$ cat config.mk
export PLATFORM = sky130hd
export DESIGN_NAME = sysex_firmware_block_receiver_flat
export DESIGN_NICKNAME = d
export VERILOG_FILES = /design/src/sv/sfbr_pkg.sv /design/src/sv/sfbr_in_if.sv /design/src/sv/sfbr_out_if.sv /design/src/sv/sfbr_unpack.sv /design/src/sv/sfbr_addr.sv /design/src/sv/sfbr_out_fifo.sv /design/src/sv/sysex_firmware_block_receiver.sv /design/src/flat_wrapper.sv
export SDC_FILE = /design/constraint.sdc
export NUM_CORES = 1
export LEC_CHECK = 0
export BUFFER_PORTS_ARGS = -buffer_cell sky130_fd_sc_hd__buf_2
export CAP_MARGIN = 0
export CORE_MARGIN = 1
export CORE_UTILIZATION = 35
export CTS_CLUSTER_DIAMETER = 40
export CTS_CLUSTER_SIZE = 10
export DETAILED_ROUTE_END_ITERATION = 8
export PLACE_DENSITY = 0.59
export RECOVER_POWER = 25
export SYNTH_ARGS = -nofsm -noshare
export SYNTH_HDL_FRONTEND = slang
export SYNTH_SLANG_ARGS = --single-unit
$ cat constraint.sdc
create_clock -name clk -period 10.5 [get_ports clk]
set_input_delay 2.1 -clock clk [delete_from_list [all_inputs] [get_ports clk]]
set_output_delay 2.1 -clock clk [all_outputs]
set_load 0.05 [all_outputs]
$ cat src/sv/sfbr_pkg.sv
// Shared types and constants for the sysex firmware block receiver.
// No dependencies; every other file refers to this package by scoped names.
package sfbr_pkg;

  localparam int PAGES_IN_BLOCK = 2;
  localparam int HEADER_BYTES   = 7;
  localparam int OFFSET_BYTES   = 4;
  localparam int REQ_INDEX      = HEADER_BYTES - 1;
  localparam int GROUP_LEN      = 8;

  localparam int BYTE7_W   = 7;
  localparam int BYTE_W    = 8;
  localparam int POS_W     = 12;
  localparam int PAGE_W    = 11;
  localparam int ADDR_W    = 32;
  localparam int LEN_W     = 12;
  localparam int GIDX_W    = $clog2(GROUP_LEN);
  localparam int OFF_IDX_W = $clog2(OFFSET_BYTES);
  localparam int MULT_W    = PAGE_W + $clog2(PAGES_IN_BLOCK + 1);
  localparam int CMP_W     = ((POS_W > MULT_W) ? POS_W : MULT_W) + 1;
  localparam int STAT_W    = 2;

  localparam logic [POS_W-1:0]   POS_MAX         = '1;
  localparam logic [BYTE7_W-1:0] DATA_UPLOAD_REQ = 7'h16;

  // block status codes
  localparam logic [STAT_W-1:0] BS_ACK      = 2'd0;
  localparam logic [STAT_W-1:0] BS_NAK      = 2'd1;
  localparam logic [STAT_W-1:0] BS_NOT_DATA = 2'd2;

  // configuration register map
  localparam int CFG_IDX_W  = 2;
  localparam int CFG_DATA_W = 32;
  typedef enum logic [CFG_IDX_W-1:0] {
    CFG_PAGE_LEN       = 2'd0,
    CFG_APP_BASE       = 2'd1,
    CFG_FLASH_END      = 2'd2,
    CFG_ENCODED_LENGTH = 2'd3
  } cfg_reg_t;

  localparam logic [PAGE_W-1:0] PAGE_LEN_RST       = 11'd64;
  localparam logic [ADDR_W-1:0] APP_BASE_RST       = 32'd8192;
  localparam logic [ADDR_W-1:0] FLASH_END_RST      = 32'd262144;
  localparam logic [LEN_W-1:0]  ENCODED_LENGTH_RST = 12'd151;

  // output queue
  localparam int FIFO_DEPTH = 4;
  localparam int FIFO_PTR_W = $clog2(FIFO_DEPTH);
  localparam int FIFO_CNT_W = $clog2(FIFO_DEPTH + 1);

  // decode stage to address stage
  typedef struct packed {
    logic                data_vld;
    logic                stat_vld;
    logic [BYTE_W-1:0]   data;
    logic [POS_W-1:0]    idx;
    logic [ADDR_W-1:0]   base;
    logic [STAT_W-1:0]   status;
  } stage_t;

  typedef struct packed {
    logic                is_status;
    logic [BYTE_W-1:0]   out_byte;
    logic [ADDR_W-1:0]   flash_address;
    logic                page_writable;
    logic [STAT_W-1:0]   block_status;
  } res_t;

endpackage

$ cat src/sv/sfbr_in_if.sv
// Input channel: one sysex body byte per item, valid/ready handshake.
// Depends on sfbr_pkg for field widths.
interface sfbr_in_if;
  logic                         valid;
  logic                         ready;
  logic [sfbr_pkg::BYTE7_W-1:0] body_byte;
  logic                         end_of_message;

  modport source (output valid, body_byte, end_of_message, input ready);
  modport sink   (input valid, body_byte, end_of_message, output ready);
endinterface

$ cat src/sv/sfbr_out_if.sv
// Result channel: decoded data bytes and end-of-message status, valid/ready.
// Depends on sfbr_pkg for field widths.
interface sfbr_out_if;
  logic                         valid;
  logic                         ready;
  logic                         is_status;
  logic [sfbr_pkg::BYTE_W-1:0]  out_byte;
  logic [sfbr_pkg::ADDR_W-1:0]  flash_address;
  logic                         page_writable;
  logic [sfbr_pkg::STAT_W-1:0]  block_status;

  modport source (output valid, is_status, out_byte, flash_address, page_writable,
                  block_status, input ready);
  modport sink   (input valid, is_status, out_byte, flash_address, page_writable,
                  block_status, output ready);
endinterface

$ cat src/sv/sfbr_unpack.sv
// Input register, message state and 8-to-7 unpacking; produces the stage word.
// Depends on sfbr_pkg and sfbr_in_if.
module sfbr_unpack (
  input  logic                            clk,
  input  logic                            rst_n,
  sfbr_in_if.sink                         in_ch,
  input  logic                            adv,
  input  logic [sfbr_pkg::PAGE_W-1:0]     page_len,
  input  logic [sfbr_pkg::ADDR_W-1:0]     app_base,
  input  logic [sfbr_pkg::LEN_W-1:0]      encoded_length,
  output sfbr_pkg::stage_t                stage_r
);

  logic                           in_vld_r;
  logic [sfbr_pkg::BYTE7_W-1:0]   in_byte_r;
  logic                           in_eom_r;

  logic [sfbr_pkg::POS_W-1:0]     pos_r, pos_nxt;
  logic [sfbr_pkg::BYTE7_W-1:0]   held_r, held_nxt;
  logic                           held_vld_r, held_vld_nxt;
  logic [sfbr_pkg::BYTE7_W-1:0]   xor_r, xor_nxt;
  logic [sfbr_pkg::BYTE7_W-1:0]   msb_r, msb_nxt;
  logic [sfbr_pkg::GIDX_W-1:0]    gidx_r, gidx_nxt;
  logic [sfbr_pkg::POS_W-1:0]     dc_r, dc_nxt;
  logic [sfbr_pkg::ADDR_W-1:0]    off_r, off_nxt;
  logic [sfbr_pkg::BYTE7_W-1:0]   req_r, req_nxt;
  sfbr_pkg::stage_t               stage_nxt;

  logic [sfbr_pkg::BYTE_W-1:0]    dec;
  logic [sfbr_pkg::BYTE7_W-1:0]   req_c;
  logic                           ok;
  logic [sfbr_pkg::CMP_W-1:0]     dc_data;
  logic [sfbr_pkg::CMP_W-1:0]     need_data;

  assign in_ch.ready = adv;

  always_comb begin
    pos_nxt      = pos_r;
    held_nxt     = held_r;
    held_vld_nxt = held_vld_r;
    xor_nxt      = xor_r;
    msb_nxt      = msb_r;
    gidx_nxt     = gidx_r;
    dc_nxt       = dc_r;
    off_nxt      = off_r;
    req_nxt      = req_r;
    stage_nxt    = '0;
    dec          = {msb_r[0], held_r};
    req_c        = '0;
    ok           = 1'b0;
    dc_data      = '0;
    need_data    = '0;

    // absorb the byte held back from the previous item
    if (in_vld_r && held_vld_r) begin
      xor_nxt = xor_r ^ held_r;
      if (pos_r != sfbr_pkg::POS_MAX) begin
        pos_nxt = pos_r + 1'b1;
        if (pos_r < sfbr_pkg::POS_W'(sfbr_pkg::HEADER_BYTES)) begin
          if (pos_r == sfbr_pkg::POS_W'(sfbr_pkg::REQ_INDEX)) begin
            req_nxt = held_r;
          end
        end else begin
          if (gidx_r == '0) begin
            msb_nxt = held_r;
          end else begin
            msb_nxt = msb_r >> 1;
            if (dc_r < sfbr_pkg::POS_W'(sfbr_pkg::OFFSET_BYTES)) begin
              off_nxt[sfbr_pkg::BYTE_W * int'(dc_r[sfbr_pkg::OFF_IDX_W-1:0]) +: sfbr_pkg::BYTE_W]
                = dec;
            end else begin
              stage_nxt.data_vld = 1'b1;
              stage_nxt.data     = dec;
              stage_nxt.idx      = dc_r - sfbr_pkg::POS_W'(sfbr_pkg::OFFSET_BYTES);
              stage_nxt.base     = app_base + off_r;
            end
            dc_nxt = dc_r + 1'b1;
          end
          gidx_nxt = gidx_r + 1'b1;
        end
      end
    end

    if (in_vld_r) begin
      if (!in_eom_r) begin
        held_nxt     = in_byte_r;
        held_vld_nxt = 1'b1;
      end else begin
        // checksum byte sitting at the request index doubles as the request code
        req_c = (pos_nxt == sfbr_pkg::POS_W'(sfbr_pkg::REQ_INDEX)) ? in_byte_r : req_nxt;
        dc_data   = sfbr_pkg::CMP_W'(dc_nxt) - sfbr_pkg::CMP_W'(sfbr_pkg::OFFSET_BYTES);
        need_data = sfbr_pkg::CMP_W'(sfbr_pkg::PAGES_IN_BLOCK) * sfbr_pkg::CMP_W'(page_len);
        ok = (xor_nxt == in_byte_r)
          && (pos_nxt >= sfbr_pkg::POS_W'(sfbr_pkg::HEADER_BYTES))
          && (pos_nxt != sfbr_pkg::POS_MAX)
          && ((pos_nxt - sfbr_pkg::POS_W'(sfbr_pkg::HEADER_BYTES)) == encoded_length)
          && (dc_nxt >= sfbr_pkg::POS_W'(sfbr_pkg::OFFSET_BYTES))
          && (dc_data == need_data);
        stage_nxt.stat_vld = 1'b1;
        if (pos_nxt < sfbr_pkg::POS_W'(sfbr_pkg::REQ_INDEX)
            || req_c != sfbr_pkg::DATA_UPLOAD_REQ) begin
          stage_nxt.status = sfbr_pkg::BS_NOT_DATA;
        end else begin
          stage_nxt.status = ok ? sfbr_pkg::BS_ACK : sfbr_pkg::BS_NAK;
        end
        pos_nxt      = '0;
        held_nxt     = '0;
        held_vld_nxt = 1'b0;
        xor_nxt      = '0;
        msb_nxt      = '0;
        gidx_nxt     = '0;
        dc_nxt       = '0;
        off_nxt      = '0;
        req_nxt      = '0;
      end
    end
  end

  always_ff @(posedge clk) begin
    if (!rst_n) begin
      in_vld_r   <= 1'b0;
      pos_r      <= '0;
      held_r     <= '0;
      held_vld_r <= 1'b0;
      xor_r      <= '0;
      msb_r      <= '0;
      gidx_r     <= '0;
      dc_r       <= '0;
      off_r      <= '0;
      req_r      <= '0;
      stage_r    <= '0;
    end else if (adv) begin
      in_vld_r   <= in_ch.valid;
      pos_r      <= pos_nxt;
      held_r     <= held_nxt;
      held_vld_r <= held_vld_nxt;
      xor_r      <= xor_nxt;
      msb_r      <= msb_nxt;
      gidx_r     <= gidx_nxt;
      dc_r       <= dc_nxt;
      off_r      <= off_nxt;
      req_r      <= req_nxt;
      stage_r    <= stage_nxt;
    end
  end

  always_ff @(posedge clk) begin
    if (adv) begin
      in_byte_r <= in_ch.body_byte;
      in_eom_r  <= in_ch.end_of_message;
    end
  end

endmodule

$ cat src/sv/sfbr_addr.sv
// Address stage: flash address and page range check for data bytes, status item.
// Depends on sfbr_pkg.
module sfbr_addr (
  input  sfbr_pkg::stage_t                stage,
  input  logic [sfbr_pkg::PAGE_W-1:0]     page_len,
  input  logic [sfbr_pkg::ADDR_W-1:0]     flash_end,
  output sfbr_pkg::res_t                  data_res,
  output sfbr_pkg::res_t                  stat_res
);

  logic                          wr;
  logic [sfbr_pkg::CMP_W-1:0]    lo, hi, idx_ext;
  logic [sfbr_pkg::ADDR_W:0]     pend;

  // page k holds idx in [k*len, (k+1)*len); one comparator pair per page of the block
  always_comb begin
    wr      = 1'b0;
    lo      = '0;
    hi      = '0;
    pend    = '0;
    idx_ext = sfbr_pkg::CMP_W'(stage.idx);
    for (int m = 1; m <= sfbr_pkg::PAGES_IN_BLOCK; m++) begin
      lo   = sfbr_pkg::CMP_W'(m - 1) * sfbr_pkg::CMP_W'(page_len);
      hi   = sfbr_pkg::CMP_W'(m) * sfbr_pkg::CMP_W'(page_len);
      pend = {1'b0, stage.base} + (sfbr_pkg::ADDR_W + 1)'(hi);
      if (page_len != '0 && idx_ext >= lo && idx_ext < hi
          && pend <= {1'b0, flash_end}) begin
        wr = 1'b1;
      end
    end
  end

  always_comb begin
    data_res.is_status     = 1'b0;
    data_res.out_byte      = stage.data;
    data_res.flash_address = stage.base + sfbr_pkg::ADDR_W'(stage.idx);
    data_res.page_writable = wr;
    data_res.block_status  = sfbr_pkg::BS_ACK;

    stat_res.is_status     = 1'b1;
    stat_res.out_byte      = '0;
    stat_res.flash_address = '0;
    stat_res.page_writable = 1'b0;
    stat_res.block_status  = stage.status;
  end

endmodule

$ cat src/sv/sfbr_out_fifo.sv
// Small result queue: takes up to two results per cycle, hands out one.
// Depends on sfbr_pkg and sfbr_out_if.
module sfbr_out_fifo (
  input  logic             clk,
  input  logic             rst_n,
  input  logic             push_a,
  input  sfbr_pkg::res_t   res_a,
  input  logic             push_b,
  input  sfbr_pkg::res_t   res_b,
  output logic             adv,
  sfbr_out_if.source       out_ch
);

  sfbr_pkg::res_t                   mem_r [sfbr_pkg::FIFO_DEPTH];
  logic [sfbr_pkg::FIFO_PTR_W-1:0]  head_r, tail_r, tail_b;
  logic [sfbr_pkg::FIFO_CNT_W-1:0]  count_r, count_nxt;
  logic                             pop;
  logic [sfbr_pkg::FIFO_CNT_W-1:0]  n_push;

  // room for an end-of-message item's two results
  assign adv    = count_r <= sfbr_pkg::FIFO_CNT_W'(sfbr_pkg::FIFO_DEPTH - 2);
  assign pop    = out_ch.valid && out_ch.ready;
  assign n_push = sfbr_pkg::FIFO_CNT_W'(push_a) + sfbr_pkg::FIFO_CNT_W'(push_b);
  assign tail_b = push_a ? tail_r + 1'b1 : tail_r;
  assign count_nxt = count_r + n_push - sfbr_pkg::FIFO_CNT_W'(pop);

  assign out_ch.valid         = count_r != '0;
  assign out_ch.is_status     = mem_r[head_r].is_status;
  assign out_ch.out_byte      = mem_r[head_r].out_byte;
  assign out_ch.flash_address = mem_r[head_r].flash_address;
  assign out_ch.page_writable = mem_r[head_r].page_writable;
  assign out_ch.block_status  = mem_r[head_r].block_status;

  always_ff @(posedge clk) begin
    if (!rst_n) begin
      head_r  <= '0;
      tail_r  <= '0;
      count_r <= '0;
    end else begin
      head_r  <= head_r + sfbr_pkg::FIFO_PTR_W'(pop);
      tail_r  <= tail_r + sfbr_pkg::FIFO_PTR_W'(n_push);
      count_r <= count_nxt;
    end
  end

  always_ff @(posedge clk) begin
    if (push_a) begin
      mem_r[tail_r] <= res_a;
    end
    if (push_b) begin
      mem_r[tail_b] <= res_b;
    end
  end

  a_count_bound: assert property (@(posedge clk) disable iff (!rst_n)
    count_r <= sfbr_pkg::FIFO_CNT_W'(sfbr_pkg::FIFO_DEPTH))
    else $error("result queue over capacity");

  a_push_room: assert property (@(posedge clk) disable iff (!rst_n)
    (push_a || push_b) |-> adv)
    else $error("push without room for two results");

  a_ptr_track: assert property (@(posedge clk) disable iff (!rst_n)
    tail_r == head_r + sfbr_pkg::FIFO_PTR_W'(count_r))
    else $error("queue pointers disagree with count");

endmodule

$ cat src/sv/sysex_firmware_block_receiver.sv
// Sysex firmware block receiver: 7-bit body bytes in, unpacked flash bytes and status out.
// Usage:
//   in_ch  carries one body byte per item; end_of_message marks the checksum byte.
//   out_ch carries one result per item: a decoded data byte with its flash address
//          and page-writable flag, or (is_status=1) the block status at end of message.
//   cfg_*  writes page length, app_base, flash_end, encoded_length by index; write only
//          while no results are pending.
// One byte is always held back, so a data result appears when the following byte
// arrives; the checksum byte is never decoded and its item yields the status result.
// A result passes the input register, the decode register and the result queue
// before it is on out_ch. Throughput: one item per cycle while in_ch.ready is high.
// An end-of-message item yields up to two results, which the four-entry result queue
// absorbs; in_ch.ready drops while the queue holds more than two results, which is also
// how a stalled out_ch holds off the input.
// Reset (rst_n low at a clock edge) clears the message state and the queue and loads
// the configuration defaults: page 64, base 0x2000, end 0x40000, length 151.
// Depends on sfbr_pkg, sfbr_in_if, sfbr_out_if, sfbr_unpack, sfbr_addr, sfbr_out_fifo.
module sysex_firmware_block_receiver (
  input  logic                              clk,
  input  logic                              rst_n,
  sfbr_in_if.sink                           in_ch,
  sfbr_out_if.source                        out_ch,
  input  logic                              cfg_wr_en,
  input  logic [sfbr_pkg::CFG_IDX_W-1:0]    cfg_index,
  input  logic [sfbr_pkg::CFG_DATA_W-1:0]   cfg_wdata
);

  logic [sfbr_pkg::PAGE_W-1:0]  page_len_r;
  logic [sfbr_pkg::ADDR_W-1:0]  app_base_r;
  logic [sfbr_pkg::ADDR_W-1:0]  flash_end_r;
  logic [sfbr_pkg::LEN_W-1:0]   encoded_length_r;

  logic                         adv;
  sfbr_pkg::stage_t             stage_r;
  sfbr_pkg::res_t               data_res, stat_res;

  always_ff @(posedge clk) begin
    if (!rst_n) begin
      page_len_r       <= sfbr_pkg::PAGE_LEN_RST;
      app_base_r       <= sfbr_pkg::APP_BASE_RST;
      flash_end_r      <= sfbr_pkg::FLASH_END_RST;
      encoded_length_r <= sfbr_pkg::ENCODED_LENGTH_RST;
    end else if (cfg_wr_en) begin
      case (sfbr_pkg::cfg_reg_t'(cfg_index))
        sfbr_pkg::CFG_PAGE_LEN:       page_len_r       <= cfg_wdata[sfbr_pkg::PAGE_W-1:0];
        sfbr_pkg::CFG_APP_BASE:       app_base_r       <= cfg_wdata[sfbr_pkg::ADDR_W-1:0];
        sfbr_pkg::CFG_FLASH_END:      flash_end_r      <= cfg_wdata[sfbr_pkg::ADDR_W-1:0];
        sfbr_pkg::CFG_ENCODED_LENGTH: encoded_length_r <= cfg_wdata[sfbr_pkg::LEN_W-1:0];
        default: ;
      endcase
    end
  end

  sfbr_unpack u_unpack (
    .clk            (clk),
    .rst_n          (rst_n),
    .in_ch          (in_ch),
    .adv            (adv),
    .page_len       (page_len_r),
    .app_base       (app_base_r),
    .encoded_length (encoded_length_r),
    .stage_r        (stage_r)
  );

  sfbr_addr u_addr (
    .stage     (stage_r),
    .page_len  (page_len_r),
    .flash_end (flash_end_r),
    .data_res  (data_res),
    .stat_res  (stat_res)
  );

  sfbr_out_fifo u_out_fifo (
    .clk    (clk),
    .rst_n  (rst_n),
    .push_a (adv && stage_r.data_vld),
    .res_a  (data_res),
    .push_b (adv && stage_r.stat_vld),
    .res_b  (stat_res),
    .adv    (adv),
    .out_ch (out_ch)
  );

endmodule

$ cat src/flat_wrapper.sv
// flat-port wrapper written by rule: the top's interface ports become plain ports
module sysex_firmware_block_receiver_flat 
  (clk, rst_n, cfg_wr_en, cfg_index, cfg_wdata, in_ch_valid, in_ch_body_byte, in_ch_end_of_message, in_ch_ready, out_ch_valid, out_ch_is_status, out_ch_out_byte, out_ch_flash_address, out_ch_page_writable, out_ch_block_status, out_ch_ready);
  sfbr_in_if in_ch_i ();
  sfbr_out_if out_ch_i ();
  input  logic clk;
  input  logic rst_n;
  input  logic cfg_wr_en;
  input  logic [sfbr_pkg::CFG_IDX_W-1:0] cfg_index;
  input  logic [sfbr_pkg::CFG_DATA_W-1:0] cfg_wdata;
  input wire logic [$bits(in_ch_i.valid)-1:0] in_ch_valid;
  input wire logic [$bits(in_ch_i.body_byte)-1:0] in_ch_body_byte;
  input wire logic [$bits(in_ch_i.end_of_message)-1:0] in_ch_end_of_message;
  output wire logic [$bits(in_ch_i.ready)-1:0] in_ch_ready;
  output wire logic [$bits(out_ch_i.valid)-1:0] out_ch_valid;
  output wire logic [$bits(out_ch_i.is_status)-1:0] out_ch_is_status;
  output wire logic [$bits(out_ch_i.out_byte)-1:0] out_ch_out_byte;
  output wire logic [$bits(out_ch_i.flash_address)-1:0] out_ch_flash_address;
  output wire logic [$bits(out_ch_i.page_writable)-1:0] out_ch_page_writable;
  output wire logic [$bits(out_ch_i.block_status)-1:0] out_ch_block_status;
  input wire logic [$bits(out_ch_i.ready)-1:0] out_ch_ready;
  assign in_ch_i.valid = in_ch_valid;
  assign in_ch_i.body_byte = in_ch_body_byte;
  assign in_ch_i.end_of_message = in_ch_end_of_message;
  assign in_ch_ready = in_ch_i.ready;
  assign out_ch_valid = out_ch_i.valid;
  assign out_ch_is_status = out_ch_i.is_status;
  assign out_ch_out_byte = out_ch_i.out_byte;
  assign out_ch_flash_address = out_ch_i.flash_address;
  assign out_ch_page_writable = out_ch_i.page_writable;
  assign out_ch_block_status = out_ch_i.block_status;
  assign out_ch_i.ready = out_ch_ready;
  sysex_firmware_block_receiver u_core (.clk(clk), .rst_n(rst_n), .in_ch(in_ch_i), .out_ch(out_ch_i), .cfg_wr_en(cfg_wr_en), .cfg_index(cfg_index), .cfg_wdata(cfg_wdata));
endmodule
-- Yosys cells after proc, flatten, opt, wreduce, memory -nomap -nowiden
Memory sizes are Yosys's and may differ from the RTL's. A register that Yosys moved wholly into a read port is not among the register bits.
Index checks and enable logic that the tools add are counted.
W data, S select, Z words.
- flip-flop bits (word level): 247
- bits in latches: 0
- bits in writable memories: 176
- ROM bits: 0
- logic and storage cells: 159
- memories kept: 1
- add/sub/neg operators: 17
- multipliers: 0
- divide/modulo/power cells: 0
- magnitude comparators: 12
- equal/unequal tests: 11
- shifts and indexed selects: 2
- multiplexer cells: 65
- bitwise gates (word level): 1
- reduce and logical (&&, ||, !) cells: 25
- memory list (memory ; words ; width ; read ports ; clocked after memory_dff ; wr ports ; line ; source):
    u_core.u_out_fifo.mem_r ; 4 ; 44 ; 1 ; 1 ; 2 ; sfbr_out_fifo.sv:14 ; sfbr_pkg::res_t mem_r [sfbr_pkg::FIFO_DEPTH];
- operators by type and width (operator ; count):
    $mux W52 ; 5
    $mux W32 ; 7
    $mux W12 ; 10
    $mux W7 ; 17
    $le A33 B32 Y1 ; 2
    $lt A12 B3 Y1 const B ; 3
    $add A32 B11 Y33 ; 1
    $add A32 B12 Y33 ; 1
    $neg A5 Y33 ; 1
    $shift A8 B33 Y32 const A ; 1
    $shiftx A8 B33 Y32 ; 1
    $add A32 B12 Y32 ; 1
    $add A32 B32 Y32 ; 1
    $bwmux W32 ; 1
    $add A12 B1 Y12 const B ; 2
    $eq A12 B3 Y1 const B ; 2
    $ge A12 B3 Y1 const B ; 2
    $ne A12 B12 Y1 const B ; 2
    $sub A12 B3 Y12 const B ; 2
    $logic_and A1 B1 Y1 ; 15
    $mux W1 ; 15
    $mux W3 ; 5
    $eq A14 B12 Y1 ; 1
    $sub A12 B3 Y13 const B ; 1
    25 further kinds ; 34

-- Depth between registers and ports, before layout
- depth in word-level cells: 13
- gate-level depth with buffers: 23
- depth with buffers taken out: 23

-- By module
A second synthesis with hierarchy kept.
- cell total of the unflattened synthesis: 2649
- area, all modules: 27208.6 µm²
- modules (own cells, without submodules) (module ; instances ; cells each ; area each (µm²)):
    sfbr_unpack ; 1 ; 1148 ; 9853.2
    sfbr_out_fifo ; 1 ; 482 ; 9054.9
    sfbr_addr ; 1 ; 688 ; 5027.3
    sysex_firmware_block_receiver ; 1 ; 331 ; 3273.1

-- Worst setup path after synthesis
OpenSTA, ideal clock, no wires.
- path kind: register to register
- start: register u_core.page_len_r[0] (netlist bit)
- end: memory u_core.u_out_fifo.mem_r[1][2] (netlist bit)
- setup time: 59 ps
- data arrival time: 4634 ps
- slack: 5807 ps
- stages on the path, launching flop included: 23
- cell sequence: dfxtp_1 > ha_1 > fa_1 > a21o_1 > a21oi_1 > o21ai_0 > a21oi_1 > o21bai_1 > a31o_2 > a41oi_1 > nor2_1 > nand2_1 > xnor2_1 > ha_1 > and4_1 > nand3_1 > or3_1 > nor4_1 > a21oi_1 > a31oi_1 > a21oi_1 > o211ai_1 > a22o_1
- RTL lines (what ; line ; source):
    start: declaration ; sysex_firmware_block_receiver.sv:28 ; logic [sfbr_pkg::PAGE_W-1:0] page_len_r;
    start signal: assignment ; sysex_firmware_block_receiver.sv:39 ; page_len_r <= sfbr_pkg::PAGE_LEN_RST;
    start signal: assignment ; sysex_firmware_block_receiver.sv:45 ; sfbr_pkg::CFG_PAGE_LEN: page_len_r <= cfg_wdata[sfbr_pkg::PAGE_W-1:0];
    end: declaration ; sfbr_out_fifo.sv:14 ;

-- Worst setup path in the final report
- start: register u_core.u_out_fifo.count_r[1] (netlist bit)
- end: output port in_ch_ready
- cells in the longest elaborated chain, start to end: 1
- ends and longest elaborated chain (what ; line ; source):
    start: declaration ; sfbr_out_fifo.sv:16 ; logic [sfbr_pkg::FIFO_CNT_W-1:0] count_r, count_nxt;
    start signal: assignment ; sfbr_out_fifo.sv:42 ; count_r <= count_nxt;
    $le A3 B2 Y1 ; sfbr_out_fifo.sv:21 ; assign adv = count_r <= sfbr_pkg::FIFO_CNT_W'(sfbr_pkg::FIFO_DEPTH - 2);
    end: declaration ; flat_wrapper.sv:14 ; output wire logic [$bits(in_ch_i.ready)-1:0] in_ch_ready;
No other way between the ends.

==> flow_metrics.env <==
export IMPL_fp_dieArea_sq_um=70000
export IMPL_power_leakage_uw=0.0109
export IMPL_post_cts_buffers=0
export IMPL_final_nets=2968
export IMPL_grt_total_usage_pct=20.4
export IMPL_yosysTopAreaCell="dfxtp_1"
export IMPL_maxSlewViolCount=169
export IMPL_die_w_um=265
export IMPL_area_growth_pct=13.7
export IMPL_place_hpwl_mm=52.1
export IMPL_tightest_slew_ns=2.46
export IMPL_multiInputGateArea_sq_um=14500
export IMPL_violations="capacitance limit, slew limit"
export IMPL_cts_root_buffer="clkbuf_16"
export IMPL_synth_edff_count=16
export IMPL_synth_distinct_cells=101
export IMPL_reg2reg_from="u_core.u_out_fifo.count_r[0]$_SDFF_PN0_"
export IMPL_grt_antenna_before_repair=0
export IMPL_cts_max_path_buffers=3
export IMPL_die_y_um=265
export IMPL_diodes=0
export IMPL_syn_area_per_cell_sq_um=8.88
export IMPL_switchingPower_uw=1300
export IMPL_placement_rows=95
export IMPL_switching_share_pct=28.5
export IMPL_syn_nets=2947
export IMPL_antenna_left=0
export IMPL_hp_class="reg2reg"
export IMPL_slew_limit_headroom_pct=-63.8
export IMPL_rsz0062_at_grt="false"
export IMPL_setup_tns_ns=0
export IMPL_ys_seq_area_share_pct=35.7
export IMPL_cts_tree="built"
export IMPL_final_common_cell="dfxtp_1"
export IMPL_start_kind="flop"
export IMPL_detail_route_iter0_violations=1436
export IMPL_skew_ns=0.0274
export IMPL_max_freq_mhz=160
export IMPL_nFillCells=6721
export IMPL_cp_end_kind="primary output"
export IMPL_grt_max_degree=155
export IMPL_post_cts_resized=0
export IMPL_postCtsHoldBufs=0
export IMPL_clock_sinks=423
export IMPL_status="complete, but fails checks"
export IMPL_yosys_warnings=0
export IMPL_clk_latency_ns=0.60
export IMPL_powerDensity_nw_per_um2=166
export IMPL_drt_vias_per_instance=5.47
export IMPL_async_flop_share_pct=0
export IMPL_ys_seq_elements=423
export IMPL_gp_congestion=0.943
export IMPL_via_count=20000
export IMPL_ys_top_cells_by_area="dfxtp_1 34%, ha_1 9.1%, nand2_1 5.8%"
export IMPL_worstPathArrival_ns=4.17
export IMPL_crit_fanout=35
export IMPL_final_seq_area_sq_um=8630
export IMPL_grt_ovfl_total=0
export IMPL_cts_clk_slew_worst_paths_ns=0.05
export IMPL_drt_wl_total_mm=71.8
export IMPL_ios=93
export IMPL_finalPower_uw=4560
export IMPL_grt_pass1_vias=19900
export IMPL_maxCapViolCount=4
export IMPL_pwr_share_clk_pct=48.0
export IMPL_setup_viol=0
export IMPL_drive_above_1_share_pct=11.8
export IMPL_hold_viol=0
export IMPL_synth_flop_cell="dfxtp_1"
export IMPL_comb_power_share_pct=13.8
export IMPL_initial_core_util_pct=35.6
export IMPL_critPathLaunch="u_core.u_out_fifo.count_r[1]$_SDFF_PN0_"
export IMPL_period_minus_slack_ns=6.27
export IMPL_min_period_over_period_pct=59.7
export IMPL_grt_pass1_wl_mm=113
export IMPL_post_route_drc_count=0
export IMPL_seqPwrFrac_pct=38.2
export IMPL_internal_power_uw=3260
export IMPL_wire_per_inst_um=19.6
export IMPL_htree_levels=3
export IMPL_io_buffers=92
export IMPL_setup_worst_path_class="reg2out"
export IMPL_syn_inst=2719
export IMPL_netlist_area_leader_share_pct=33.8
export IMPL_worstPathRequired_ns=8.40
export IMPL_mostFrequentLayoutCells="405 x dfxtp_1, 370 x nand2_1, 176 x ha_1"
export IMPL_hp_start="u_core.u_out_fifo.mem_r[2][24]$_SDFFE_PP0P_"
export IMPL_ir_worst_vdd_v=0.0000950
export IMPL_first_pass_iters=7
export IMPL_cts_buffers=67
export IMPL_core_area_sq_um=67800
export IMPL_synth_cell_area_sq_um=24100
## kinds of logic (layout without fill, tap and decap cells)
family	after synthesis	after routing	synth area share (%)
buffers and inverters	261	330	4.35
adders and majority gates	181	181	9.54
DFF	423	423	35.7
xor gates and xnor gates	184	184	6.68
and+or+nand+nor	919	919	19.1
muxes	63	63	4.90
AOI/OAI and AO/OA	688	688	19.6
## path summary, 6_finish.rpt
kind,slack (ns),depth (start not counted),endpoint
setup / recovery,4.23,5,in_ch_ready
hold / removal,0.45,2,u_core.u_out_fifo.mem_r[2][24]$_SDFFE_PP0P_
setup reg to reg,4.54,12,u_core.u_out_fifo.mem_r[3][0]$_DFFE_PP_
hold reg to reg,0.45,2,u_core.u_out_fifo.mem_r[2][24]$_SDFFE_PP0P_
## flip-flops by register name, indices dropped and copies added (netlist names), 11 cells and up
signal / flops
u_core.u_unpack.dc_r: 12
u_core.u_out_fifo.mem_r: 176
u_core.app_base_r: 32
u_core.page_len_r: 11
u_core.u_unpack.off_r: 32
u_core.flash_end_r: 32
u_core.u_unpack.pos_r: 12
u_core.encoded_length_r: 12
u_core.u_unpack.stage_r: 56
## cell type report
| type | count | share of cell area, % |
|---|---|---|
| multi-input cells | 2035 | 52.9 |
| flip-flops and latches | 423 | 31.5 |
| clock buffers | 84 | 6.60 |
| well taps | 873 | 3.98 |
| repair buffers | 115 | 2.29 |
| clock inverters | 33 | 1.42 |
| inverters | 98 | 1.34 |
## Yosys cell counts, drive strengths merged, types with 17 or more instances
| master | instances |
|---|---|
| a211oi | 19 |
| a21boi | 81 |
| a21o | 44 |
| a21oi | 110 |
| a22o | 86 |
| a22oi | 85 |
| and2 | 41 |
| and3 | 26 |
| buf | 30 |
| clkbuf | 132 |
| dfxtp | 407 |
| ha | 176 |
| inv | 97 |
| mux2i | 17 |
| mux4 | 44 |
| nand2 | 372 |
| nand3 | 64 |
| nand4 | 32 |
| nor2 | 113 |
| nor2b | 120 |
| nor3 | 43 |
| nor4 | 21 |
| o21ai | 170 |
| xnor2 | 108 |
| xor2 | 76 |
## power groups by stage
stage               combinational [uW]  sequential, uW  clock [uW]
finish                             631            1740        2190
floorplan                          481            1730           0
CTS                                640            1740        2220
global placement                   628            1770           0
global route                       683            1750        2300
detailed placement                 637            1770           0
## critical path, stage by stage (launching register included)
cell and delay, ns:
dfxtp_1 0.36, a21o_2 0.13, clkbuf_1 1.40, inv_1 0.32, clkbuf_1 0.82, buf_2 0.49
## through the flow
step                      instance area, sq um  worst slack (ns)  utilization [%]  std cells  hold WS (ns)
after global placement                   25300              4.96             37.3       3544         0.428
after floorplan                          24100              5.81                -       2719         0.420
final                                    27400              4.23             40.5       3661         0.447
after global routing                     27400              3.93             40.5       3661         0.469
after detailed placement                 25300              4.90             37.3       3544         0.439
after CTS                                27500              4.87             40.5       3661         0.448
## layer usage
layer	vias up	track usage [%]	share of wire [%]
met4	0	6.93	2.4
met3	123	3.05	5.3
met2	533	32.9	45
li1	9726	-	-
met5	-	0	0
met1	9653	27.6	47
No activity file was read; power rests on OpenSTA's default activity.
